**config.mk**
```make
export PLATFORM = sky130hd
export DESIGN_NAME = rational_perfect_power_root_core
export DESIGN_NICKNAME = d
export VERILOG_FILES = /design/src/rtl/rppr_pkg.sv /design/src/rtl/rppr_div.sv /design/src/rtl/rppr_root.sv /design/src/rtl/rational_perfect_power_root_core.sv
export SDC_FILE = /design/constraint.sdc
export NUM_CORES = 2
export LEC_CHECK = 0
export BUFFER_PORTS_ARGS = -buffer_cell sky130_fd_sc_hd__buf_2
export CORE_MARGIN = 1.5
export CORE_UTILIZATION = 25
export CTS_CLUSTER_DIAMETER = 80
export DETAILED_ROUTE_END_ITERATION = 16
export PLACE_DENSITY_LB_ADDON = 0.08
export REMOVE_ABC_BUFFERS = 1
export SLEW_MARGIN = 20
export SYNTH_ARGS = -nofsm -noshare
export SYNTH_HDL_FRONTEND = slang
export SYNTH_SLANG_ARGS = --single-unit
```
**constraint.sdc**
```tcl
create_clock -name clock -period 17.8 [get_ports clock]
set_input_delay 1.78 -clock clock [delete_from_list [all_inputs] [get_ports clock]]
set_output_delay 1.78 -clock clock [all_outputs]
set_load 0.005 [all_outputs]
```
**src/rtl/rppr_pkg.sv**
```systemverilog
//------------------------------------------------------------------------------
// rppr_pkg
// Shared types and constants for the rational perfect power root core.
//------------------------------------------------------------------------------
package rppr_pkg;

   localparam int FIELD_WIDTH      = 64;
   localparam int EXP_WIDTH        = 7;
   localparam int MAX_SEARCH_POWER = 63;

   typedef enum logic [0:0] {
      OP_ROOT   = 1'b0,
      OP_SEARCH = 1'b1
   } op_type;

   typedef struct packed {
      op_type                   operation;
      logic [FIELD_WIDTH-1:0]   numerator;
      logic [FIELD_WIDTH-1:0]   denominator;
      logic [EXP_WIDTH-1:0]     exponent;
   } req_type;

   typedef struct packed {
      logic                     found;
      logic [EXP_WIDTH-1:0]     power;
      logic [FIELD_WIDTH-1:0]   root_numerator;
      logic [FIELD_WIDTH-1:0]   root_denominator;
   } rsp_type;

   // Sequencer states for one integer root.
   typedef enum logic [3:0] {
      RS_IDLE,
      RS_SHIFT,
      RS_PSTART,
      RS_MLO,
      RS_MHI,
      RS_PDONE,
      RS_DIV1,
      RS_STEP,
      RS_DIV2
   } root_state_type;

   // Top-level sequencer states.
   typedef enum logic [2:0] {
      TS_IDLE,
      TS_NSTART,
      TS_NUM,
      TS_DEN,
      TS_NEXT,
      TS_OUT
   } top_state_type;

endpackage

```
**src/rtl/rppr_div.sv**
```systemverilog
//------------------------------------------------------------------------------
// rppr_div
// Radix-2 restoring divider: one quotient bit per cycle.
//------------------------------------------------------------------------------
module rppr_div import rppr_pkg::*; #(
   parameter int W = 64
) (
   input  logic         clock,
   input  logic         reset,
   input  logic         start,
   input  logic [W-1:0] dividend,
   input  logic [W-1:0] divisor,
   output logic         done,
   output logic [W-1:0] quotient
);
   localparam int CW = $clog2(W + 1);

   logic [W-1:0]  rem_ff, rem_in, quo_ff, quo_in, dvs_ff, dvs_in;
   logic [CW-1:0] cnt_ff, cnt_in;
   logic          run_ff, run_in, done_ff, done_in;
   logic [W:0]    trial;

   always_comb begin
      rem_in  = rem_ff;
      quo_in  = quo_ff;
      dvs_in  = dvs_ff;
      cnt_in  = cnt_ff;
      run_in  = run_ff;
      done_in = 1'b0;
      trial   = {rem_ff, quo_ff[W-1]} - {1'b0, dvs_ff};
      if (start) begin
         rem_in = '0;
         quo_in = dividend;
         dvs_in = divisor;
         cnt_in = CW'(W);
         run_in = 1'b1;
      end else if (run_ff) begin
         if (!trial[W]) begin
            rem_in = trial[W-1:0];
            quo_in = {quo_ff[W-2:0], 1'b1};
         end else begin
            rem_in = {rem_ff[W-2:0], quo_ff[W-1]};
            quo_in = {quo_ff[W-2:0], 1'b0};
         end
         cnt_in = cnt_ff - 1'b1;
         if (cnt_ff == CW'(1)) begin
            run_in  = 1'b0;
            done_in = 1'b1;
         end
      end
   end

   always_ff @(posedge clock) begin
      if (reset) begin
         run_ff  <= 1'b0;
         done_ff <= 1'b0;
         cnt_ff  <= '0;
      end else begin
         run_ff  <= run_in;
         done_ff <= done_in;
         cnt_ff  <= cnt_in;
      end
      rem_ff <= rem_in;
      quo_ff <= quo_in;
      dvs_ff <= dvs_in;
   end

   assign done     = done_ff;
   assign quotient = quo_ff;

`ifndef SYNTHESIS
   a_done_after_run: assert property (@(posedge clock) disable iff (reset)
      done_ff |-> $past(run_ff)) else $error("divider done without run");
   a_no_run_done: assert property (@(posedge clock) disable iff (reset)
      done_ff |-> !run_ff) else $error("divider still running at done");
   a_cnt_bound: assert property (@(posedge clock) disable iff (reset)
      run_ff |-> (cnt_ff != '0)) else $error("divider counter underflow");
`endif

endmodule

```
**src/rtl/rppr_root.sv**
```systemverilog
//------------------------------------------------------------------------------
// rppr_root
// Exact integer n-th root: Newton iteration with a saturating power unit
// and a shared serial divider, then a power check of the final guess.
//------------------------------------------------------------------------------
module rppr_root import rppr_pkg::*; (
   input  logic                   clock,
   input  logic                   reset,
   input  logic                   start,
   input  logic [FIELD_WIDTH-1:0] value,
   input  logic [EXP_WIDTH-1:0]   degree,
   output logic                   done,
   output logic                   ok,
   output logic [FIELD_WIDTH-1:0] root
);
   localparam int W  = FIELD_WIDTH;
   localparam int HW = W / 2;
   localparam int LW = $clog2(W + 1);
   localparam int RW = LW + 1;
   localparam int SW = $clog2(HW + 1);
   localparam int TW = HW + 1 + EXP_WIDTH;

   function automatic logic [LW-1:0] bit_len(input logic [W-1:0] v);
      logic [LW-1:0] n;
      n = '0;
      for (int i = 0; i < W; i++) begin
         if (v[i]) n = LW'(i + 1);
      end
      return n;
   endfunction

   root_state_type       state_ff, state_in;
   logic [W-1:0]         a_ff, a_in, g_ff, g_in, acc_ff, acc_in;
   logic [W-1:0]         plo_ff, plo_in, q_ff, q_in, root_ff, root_in;
   logic [EXP_WIDTH-1:0] n_ff, n_in, pc_ff, pc_in;
   logic                 ovf_ff, ovf_in, chk_ff, chk_in, ok_ff, ok_in;
   logic                 done_ff, done_in;
   logic [SW-1:0]        sh_ff, sh_in;
   logic [RW-1:0]        rest_ff, rest_in;

   // Shared divider.
   logic         dv_start, dv_done;
   logic [W-1:0] dv_a, dv_b, dv_q;

   rppr_div #(.W(W)) u_div (
      .clock(clock), .reset(reset), .start(dv_start),
      .dividend(dv_a), .divisor(dv_b), .done(dv_done), .quotient(dv_q)
   );

   logic [W-1:0]  g_one;
   logic          trivial;
   logic [HW-1:0] mul_a;
   logic [W-1:0]  mprod;
   logic [W:0]    msum;
   logic [W-1:0]  mres;
   logic          movf;
   logic          pow_last;
   logic          shift_more;
   logic [TW-1:0] tmul;
   logic [W:0]    tsum;

   assign g_one   = {{(W-1){1'b0}}, 1'b1};
   assign trivial = (degree <= EXP_WIDTH'(1)) || (value <= g_one);

   // One 32x32 multiplier: low half of acc, then high half, times the guess.
   assign mul_a = (state_ff == RS_MHI) ? acc_ff[W-1:HW] : acc_ff[HW-1:0];
   assign mprod = W'(mul_a) * W'(g_ff[HW-1:0]);
   assign msum  = {1'b0, plo_ff} + {1'b0, mprod[HW-1:0], {HW{1'b0}}};

   // The guess never exceeds 2^32; that one value is a plain shift.
   always_comb begin
      if (g_ff[HW]) begin
         mres = {acc_ff[HW-1:0], {HW{1'b0}}};
         movf = |acc_ff[W-1:HW];
      end else begin
         mres = msum[W-1:0];
         movf = (|mprod[W-1:HW]) | msum[W];
      end
   end

   assign pow_last   = movf || (pc_ff == EXP_WIDTH'(1));
   assign shift_more = (rest_ff >= RW'(n_ff));
   assign tmul       = TW'(g_ff[HW:0]) * TW'(n_ff - EXP_WIDTH'(1));
   assign tsum       = {1'b0, q_ff} + (W+1)'(tmul);

   // Next state.
   always_comb begin
      state_in = state_ff;
      case (state_ff)
         RS_IDLE:   if (start && !trivial) state_in = RS_SHIFT;
         RS_SHIFT:  if (!shift_more) state_in = RS_PSTART;
         RS_PSTART: state_in = RS_MLO;
         RS_MLO:    state_in = RS_MHI;
         RS_MHI:    state_in = pow_last ? RS_PDONE : RS_MLO;
         RS_PDONE: begin
            if (chk_ff) state_in = RS_IDLE;
            else if (ovf_ff) state_in = RS_STEP;
            else state_in = RS_DIV1;
         end
         RS_DIV1:   if (dv_done) state_in = RS_STEP;
         RS_STEP:   state_in = RS_DIV2;
         RS_DIV2:   if (dv_done) state_in = RS_PSTART;
         default:   state_in = RS_IDLE;
      endcase
   end

   // Datapath and outputs.
   always_comb begin
      a_in    = a_ff;
      n_in    = n_ff;
      g_in    = g_ff;
      acc_in  = acc_ff;
      plo_in  = plo_ff;
      q_in    = q_ff;
      pc_in   = pc_ff;
      ovf_in  = ovf_ff;
      chk_in  = chk_ff;
      sh_in   = sh_ff;
      rest_in = rest_ff;
      ok_in   = ok_ff;
      root_in = root_ff;
      done_in = 1'b0;
      dv_start = 1'b0;
      dv_a     = a_ff;
      dv_b     = acc_ff;
      case (state_ff)
         RS_IDLE: if (start) begin
            a_in    = value;
            n_in    = degree;
            chk_in  = 1'b0;
            sh_in   = '0;
            rest_in = RW'(bit_len(value)) + RW'(degree) - RW'(1);
            // Zero degree gives one; degree one, zero and one pass through.
            if (trivial) begin
               done_in = 1'b1;
               ok_in   = 1'b1;
               root_in = (degree == '0) ? g_one : value;
            end
         end
         RS_SHIFT: begin
            // Start guess 2^ceil(len/n) by repeated subtraction.
            if (shift_more) begin
               rest_in = rest_ff - RW'(n_ff);
               sh_in   = sh_ff + SW'(1);
            end else begin
               g_in = g_one << sh_ff;
            end
         end
         RS_PSTART: begin
            acc_in = g_one;
            ovf_in = 1'b0;
            pc_in  = chk_ff ? n_ff : n_ff - EXP_WIDTH'(1);
         end
         RS_MLO: plo_in = mprod;
         RS_MHI: begin
            pc_in = pc_ff - EXP_WIDTH'(1);
            if (movf) ovf_in = 1'b1;
            else acc_in = mres;
         end
         RS_PDONE: begin
            if (chk_ff) begin
               done_in = 1'b1;
               ok_in   = !ovf_ff && (acc_ff == a_ff);
               root_in = g_ff;
            end else if (ovf_ff) begin
               // Overflowed power: quotient is zero, skip the division.
               q_in = '0;
            end else begin
               dv_start = 1'b1;
            end
         end
         RS_DIV1: if (dv_done) q_in = dv_q;
         RS_STEP: begin
            dv_start = 1'b1;
            dv_a     = tsum[W] ? {W{1'b1}} : tsum[W-1:0];
            dv_b     = W'(n_ff);
         end
         RS_DIV2: if (dv_done) begin
            if (dv_q < g_ff) g_in = dv_q;
            else chk_in = 1'b1;
         end
         default: ;
      endcase
   end

   always_ff @(posedge clock) begin
      if (reset) begin
         state_ff <= RS_IDLE;
         done_ff  <= 1'b0;
      end else begin
         state_ff <= state_in;
         done_ff  <= done_in;
      end
      a_ff    <= a_in;
      n_ff    <= n_in;
      g_ff    <= g_in;
      acc_ff  <= acc_in;
      plo_ff  <= plo_in;
      q_ff    <= q_in;
      pc_ff   <= pc_in;
      ovf_ff  <= ovf_in;
      chk_ff  <= chk_in;
      sh_ff   <= sh_in;
      rest_ff <= rest_in;
      ok_ff   <= ok_in;
      root_ff <= root_in;
   end

   assign done = done_ff;
   assign ok   = ok_ff;
   assign root = root_ff;

`ifndef SYNTHESIS
   a_done_idle: assert property (@(posedge clock) disable iff (reset)
      done_ff |-> (state_ff == RS_IDLE)) else $error("done outside idle");
   a_guess_falls: assert property (@(posedge clock) disable iff (reset)
      (state_ff == RS_DIV2 && dv_done && (dv_q < g_ff)) |=> (g_ff < $past(g_ff)))
      else $error("Newton guess did not fall");
   a_guess_bound: assert property (@(posedge clock) disable iff (reset)
      (state_ff == RS_MLO) |-> (g_ff <= {{(W-HW-1){1'b0}}, 1'b1, {HW{1'b0}}}))
      else $error("guess above 2^32");
`endif

endmodule

```
**src/rtl/rational_perfect_power_root_core.sv**
```systemverilog
//------------------------------------------------------------------------------
// rational_perfect_power_root_core
// Exact n-th root of a reduced rational, or search for its largest exact power.
//------------------------------------------------------------------------------
// Usage:
//   Drive req_item and raise start while busy is low; the item is taken at
//   that edge and busy stays high until the result cycle has passed. One
//   item is in flight at a time. Operation 0 takes the root of the given
//   degree; operation 1 tries degrees from min(MAX_SEARCH_POWER, exponent)
//   down to 2 and returns the first exact one.
//   Each part's root runs through one sequencer. Degree 0 or 1, or a part of
//   0 or 1, is answered straight from idle. Otherwise the start guess comes
//   from repeated subtraction, and each Newton step takes the power of the
//   guess (up to degree-1 multiplies, fewer once the power overflows) and
//   two serial divisions, the first skipped when the power overflows. A final
//   power check of the guess then follows. A full search repeats this for up
//   to 62 degrees.
//   Operation 1 with a limit below 2 answers in the cycle after accept.
//   The result appears on rsp_item for exactly one cycle with rsp_valid
//   high; the receiver cannot stall, so it must take it then. A synchronous
//   reset drops any item in flight and returns the block to idle.
//------------------------------------------------------------------------------
module rational_perfect_power_root_core import rppr_pkg::*; (
   input  logic    clock,
   input  logic    reset,
   input  logic    start,
   output logic    busy,
   input  req_type req_item,
   output logic    rsp_valid,
   output rsp_type rsp_item
);
   top_state_type          state_ff, state_in;
   op_type                 op_ff;
   logic [FIELD_WIDTH-1:0] num_ff, den_ff, rn_ff, rn_in;
   logic [EXP_WIDTH-1:0]   k_ff, k_in, ex_ff;
   rsp_type                out_ff, out_in;

   logic                   rt_start, rt_done, rt_ok;
   logic [FIELD_WIDTH-1:0] rt_val, rt_root;

   rppr_root u_root (
      .clock(clock), .reset(reset), .start(rt_start), .value(rt_val),
      .degree(k_ff), .done(rt_done), .ok(rt_ok), .root(rt_root)
   );

   logic accept;
   assign accept = start && !busy;

   logic [EXP_WIDTH-1:0] k_first;
   assign k_first = (req_item.exponent < EXP_WIDTH'(MAX_SEARCH_POWER)) ?
                    req_item.exponent : EXP_WIDTH'(MAX_SEARCH_POWER);

   // Another degree is left to try in a search.
   logic more_degrees;
   assign more_degrees = (op_ff == OP_SEARCH) && (k_ff > EXP_WIDTH'(2));

   // Next state.
   always_comb begin
      state_in = state_ff;
      case (state_ff)
         TS_IDLE: if (accept) begin
            if (req_item.operation == OP_SEARCH && k_first < EXP_WIDTH'(2))
               state_in = TS_OUT;
            else state_in = TS_NSTART;
         end
         TS_NSTART: state_in = TS_NUM;
         TS_NUM: if (rt_done) state_in = rt_ok ? TS_DEN : TS_NEXT;
         TS_DEN: if (rt_done) state_in = rt_ok ? TS_OUT : TS_NEXT;
         TS_NEXT: state_in = more_degrees ? TS_NSTART : TS_OUT;
         TS_OUT: state_in = TS_IDLE;
         default: state_in = TS_IDLE;
      endcase
   end

   // Outputs and datapath.
   always_comb begin
      rt_start = 1'b0;
      rt_val   = num_ff;
      k_in     = k_ff;
      rn_in    = rn_ff;
      out_in   = out_ff;
      case (state_ff)
         TS_IDLE: if (accept) begin
            // Load the first degree; a search with no degree returns the input.
            k_in = (req_item.operation == OP_SEARCH) ? k_first : req_item.exponent;
            out_in.found            = 1'b1;
            out_in.power            = EXP_WIDTH'(1);
            out_in.root_numerator   = req_item.numerator;
            out_in.root_denominator = req_item.denominator;
         end
         TS_NSTART: rt_start = 1'b1;
         TS_NUM: if (rt_done && rt_ok) begin
            // Hold the numerator root and start on the denominator.
            rn_in    = rt_root;
            rt_start = 1'b1;
            rt_val   = den_ff;
         end
         TS_DEN: if (rt_done && rt_ok) begin
            out_in.found            = 1'b1;
            out_in.power            = k_ff;
            out_in.root_numerator   = rn_ff;
            out_in.root_denominator = rt_root;
         end
         TS_NEXT: begin
            if (more_degrees) begin
               k_in = k_ff - EXP_WIDTH'(1);
            end else if (op_ff == OP_ROOT) begin
               out_in.found            = 1'b0;
               out_in.power            = ex_ff;
               out_in.root_numerator   = '0;
               out_in.root_denominator = '0;
            end else begin
               out_in.found            = 1'b1;
               out_in.power            = EXP_WIDTH'(1);
               out_in.root_numerator   = num_ff;
               out_in.root_denominator = den_ff;
            end
         end
         default: ;
      endcase
   end

   always_ff @(posedge clock) begin
      if (reset) begin
         state_ff <= TS_IDLE;
      end else begin
         state_ff <= state_in;
      end
      k_ff   <= k_in;
      rn_ff  <= rn_in;
      out_ff <= out_in;
      if (accept) begin
         op_ff  <= req_item.operation;
         num_ff <= req_item.numerator;
         den_ff <= req_item.denominator;
         ex_ff  <= req_item.exponent;
      end
   end

   assign busy      = (state_ff != TS_IDLE);
   assign rsp_valid = (state_ff == TS_OUT);
   assign rsp_item  = out_ff;

`ifndef SYNTHESIS
   a_one_cycle: assert property (@(posedge clock) disable iff (reset)
      rsp_valid |=> !rsp_valid) else $error("result held over a cycle");
   a_busy_out: assert property (@(posedge clock) disable iff (reset)
      rsp_valid |-> busy) else $error("result while idle");
   a_accept: assert property (@(posedge clock) disable iff (reset)
      accept |=> busy) else $error("accept did not raise busy");
`endif

endmodule

```
==> metrics.md <==
| Metric | Value |
|---|---|
| CTS root buffer | clkbuf_16 |
| First-pass GRT wire length | 536400 µm |
| Largest net degree at the start of global routing | 110 |
| Hold-fix buffers, CTS | 0 |
| Relative slew slack | 0.2092 |
| CP startpoint kind | flop |
| CTS tree | built |
| Crit Path Class | flop to flop |
| Drt wl/cell | 24.70 µm |
| Clock Latency Late Sink | 780 ps |
| Sequential area share after synthesis | 0.2958 |
| Max-cap viol count | 0 |
| Area grow syn2layout | 11.67% |
| Drt total wl | 366100 µm |
| Final Setup Violations | 0 |
| Maximum buffer depth of the clock tree | 3 |
| Routability Congestion | 0.8453 |
| Post-synth top cells | 1761 x inv_1, 1363 x nand2_1, 1261 x fa_1 |
| Area contributors post-synth | edfxtp_1 28%, fa_1 26%, ha_1 8.2% |
| CP most frequent cell | fa_1 |
| Final hold viol count | 0 |
| Slowest CP cell | nor4_4 |
| Post-synth top area cell | edfxtp_1 |
| Num CTS Buffers | 116 |
| Core area | 0.3795 mm² |
| CP Buf/Inv Count | 12 |
| Achievable Freq | 71.84 MHz |
| Gr ovfl total | 0 |
| Worst endpoint required time | 18160 ps |
| Antenna violations before repair | 29 |
| RSZ-0062 raised after global routing | false |
| Initial Util | 0.2515 |
| Max stage delay on crit path | 660 ps |
| Synth Cell Area | 0.09543 mm² |
| Cell with the most instances after synthesis | inv_1 |
| #FFs+latches synth | 967 |
| Post-layout net count | 11727 |
| I/O Buffers | 276 |
| CP endpoint kind | flop |
| Cell family with most CP delay | adder cells |
| Post-synthesis instance total | 9626 |
| Yosys synthesis warning count | 0 |
| Ys flop type | edfxtp_1 |
| Final Max Slew Viols | 0 |
| H-tree Lvls | 3 |
| Post-synth top area share | 0.2788 |
| CTS resizes | 0 |
| Hold Crit Class | flop to flop |
| Unique masters post-synth | 107 |
| Post-CTS Setup Repair Bufs | 0 |
| Status | complete, no violations |
| Fill count | 40171 |
| Drt first pass iters | 10 |
| Die Width | 620.8 µm |
| Via density | 4.725 |
| All-Layer GR Usage | 0.1895 |
| Worst Path Arrival | 14280 ps |
| Vias in the first global route | 75196 |
| 1st-iter DRT viols | 4765 |
| Final ANT Viol Nets | 0 |
| Avg Inst Size Synth | 9.914 µm² |
| Sum Neg Setup Slack | 0 ps |
| EDFF count, synth | 886 |
| HPWL Detailed | 284000 µm |
| Worst slew pin tran | 1182 ps |
| Fin crit share | 0.7820 |
| DR vias | 70041 |
| Worst Path Max Fanout | 45 |
| Hold slack | 426.4 ps |
| Async SR Flop Fraction | 0 |
| Fraction of layout cells with a size suffix above 1 | 0.07103 |
| I/O pin cnt | 277 |
| Crit path time final | 13920 ps |
| Rows | 226 |
| Number of remaining DRC errors | 0 |
| Die Footprint | 0.3854 mm² |
| CTS sink count | 967 |
| Final Skew | 79.95 ps |
| Clock transition at the registers of the reported paths | 60 ps |
| Die outline height | 620.8 µm |
[registers in the layout (all words and copies together), names as in the netlist, 7 cells and up]
signal / count
u_root.n_ff: 7
u_root.rest_ff: 8
u_root.g_ff: 64
u_root.pc_ff: 7
u_root.u_div.dvs_ff: 64
u_root.u_div.quotient: 64
u_root.u_div.rem_ff: 64
u_root.acc_ff: 64
den_ff: 64
u_root.root: 64
num_ff: 64
u_root.a_ff: 64
rn_ff: 64
u_root.u_div.cnt_ff: 7
u_root.q_ff: 64
k_ff: 7
rsp_item: 136
u_root.plo_ff: 64
ex_ff: 7
[cell usage in the layout (no fill, tap or decap), types with 34 or more instances in the layout]
| master | synthesis | final |
|---|---|---|
| a22o_1 | 34 | 34 |
| nand4_1 | 48 | 48 |
| a222oi_1 | 128 | 128 |
| clkbuf_16 | 0 | 117 |
| and3_1 | 52 | 50 |
| a21oi_1 | 345 | 343 |
| o21a_1 | 50 | 50 |
| mux2i_1 | 76 | 73 |
| nand3_1 | 61 | 60 |
| o22ai_1 | 100 | 100 |
| nor4_1 | 51 | 50 |
| buf_2 | 18 | 276 |
| dfxtp_1 | 81 | 80 |
| xnor2_1 | 242 | 238 |
| nand2b_1 | 68 | 68 |
| edfxtp_1 | 886 | 886 |
| and2_1 | 359 | 357 |
| a21o_1 | 112 | 111 |
| ha_1 | 627 | 627 |
| nor2b_1 | 45 | 45 |
| nand2_1 | 1363 | 1353 |
| fa_1 | 1261 | 1261 |
| or3_1 | 40 | 40 |
| buf_4 | 1 | 145 |
| nor2_1 | 454 | 450 |
| nor3_1 | 108 | 106 |
| o21bai_1 | 40 | 40 |
| a211oi_1 | 63 | 63 |
| xor2_1 | 104 | 103 |
| o21ai_0 | 284 | 283 |
| inv_1 | 1761 | 1756 |
[final cells by class]
cell class	instances	area, µm²	area share
flip-flops and latches	967	28230	0.2649
diodes	7	17.52	0.0001644
well taps	5016	6276	0.05889
inverters	1763	6624	0.06216
clock inverters	78	864.6	0.008113
multi-input cells	6430	59050	0.5541
repair buffers	422	2490	0.02336
clock buffers	139	3020	0.02834
[final timing paths]
| path | from | cells past startpoint | slack, ps | endpoint |
|---|---|---|---|---|
| hold reg to reg | u_root.root[1] | 0 | 430 | rn_ff[1] |
| setup reg to reg | u_root.state_ff[2] | 44 | 3880 | u_root.acc_ff[28] |
| setup / recovery | u_root.state_ff[2] | 44 | 3880 | u_root.acc_ff[28] |
| hold / removal | u_root.root[1] | 0 | 430 | rn_ff[1] |
[cells by family (layout without fill, tap and decap cells)]
kind of cell | count (synthesis) | in the layout | synth area share
adders and majority gates | 1888 | 1888 | 0.3467
AOI/OAI and AO/OA | 1407 | 1407 | 0.1002
xor gates and xnor gates | 347 | 347 | 0.03192
buffers and inverters | 2229 | 2402 | 0.08795
and+or+nand+nor | 2706 | 2706 | 0.1287
muxes | 82 | 82 | 0.008679
DFF | 967 | 967 | 0.2958
other | 0 | 7 | 0
[worst register-to-register path, delay by kind of cell (launching register included)]
family | cells | cell delay [ps]
adder cells (fa/ha/maj) | 10 | 4810
AND/OR/NAND/NOR | 15 | 3050
buffers and inverters | 12 | 2970
AO/OA/AOI/OAI | 6 | 1830
flip-flops | 1 | 500
XOR/XNOR | 1 | 300
[routing by layer]
metal	vias to the layer above	GRT usage	wire, µm
li1	31505	-	-
met1	36740	0.2602	168000
met2	1495	0.3226	175500
met3	301	0.01436	13090
met4	0	0.04593	9578
met5	-	0	0
[per-stage QoR]
| step | area (µm²) | util | setup slack, ps | cells |
|---|---|---|---|---|
| after floorplan | 93660 | - | 4146 | 9160 |
| after global placement | 102600 | 0.2705 | 3816 | 14598 |
| after detailed placement | 102700 | 0.2705 | 3676 | 14598 |
| after CTS | 106500 | 0.2807 | 3583 | 14815 |
| after global routing | 106600 | 0.2808 | 3178 | 14816 |
| final | 106600 | 0.2808 | 3880 | 14822 |
Power is not shown: default switching activity piles up to over one toggle a cycle in this logic, so the estimate is an artifact.
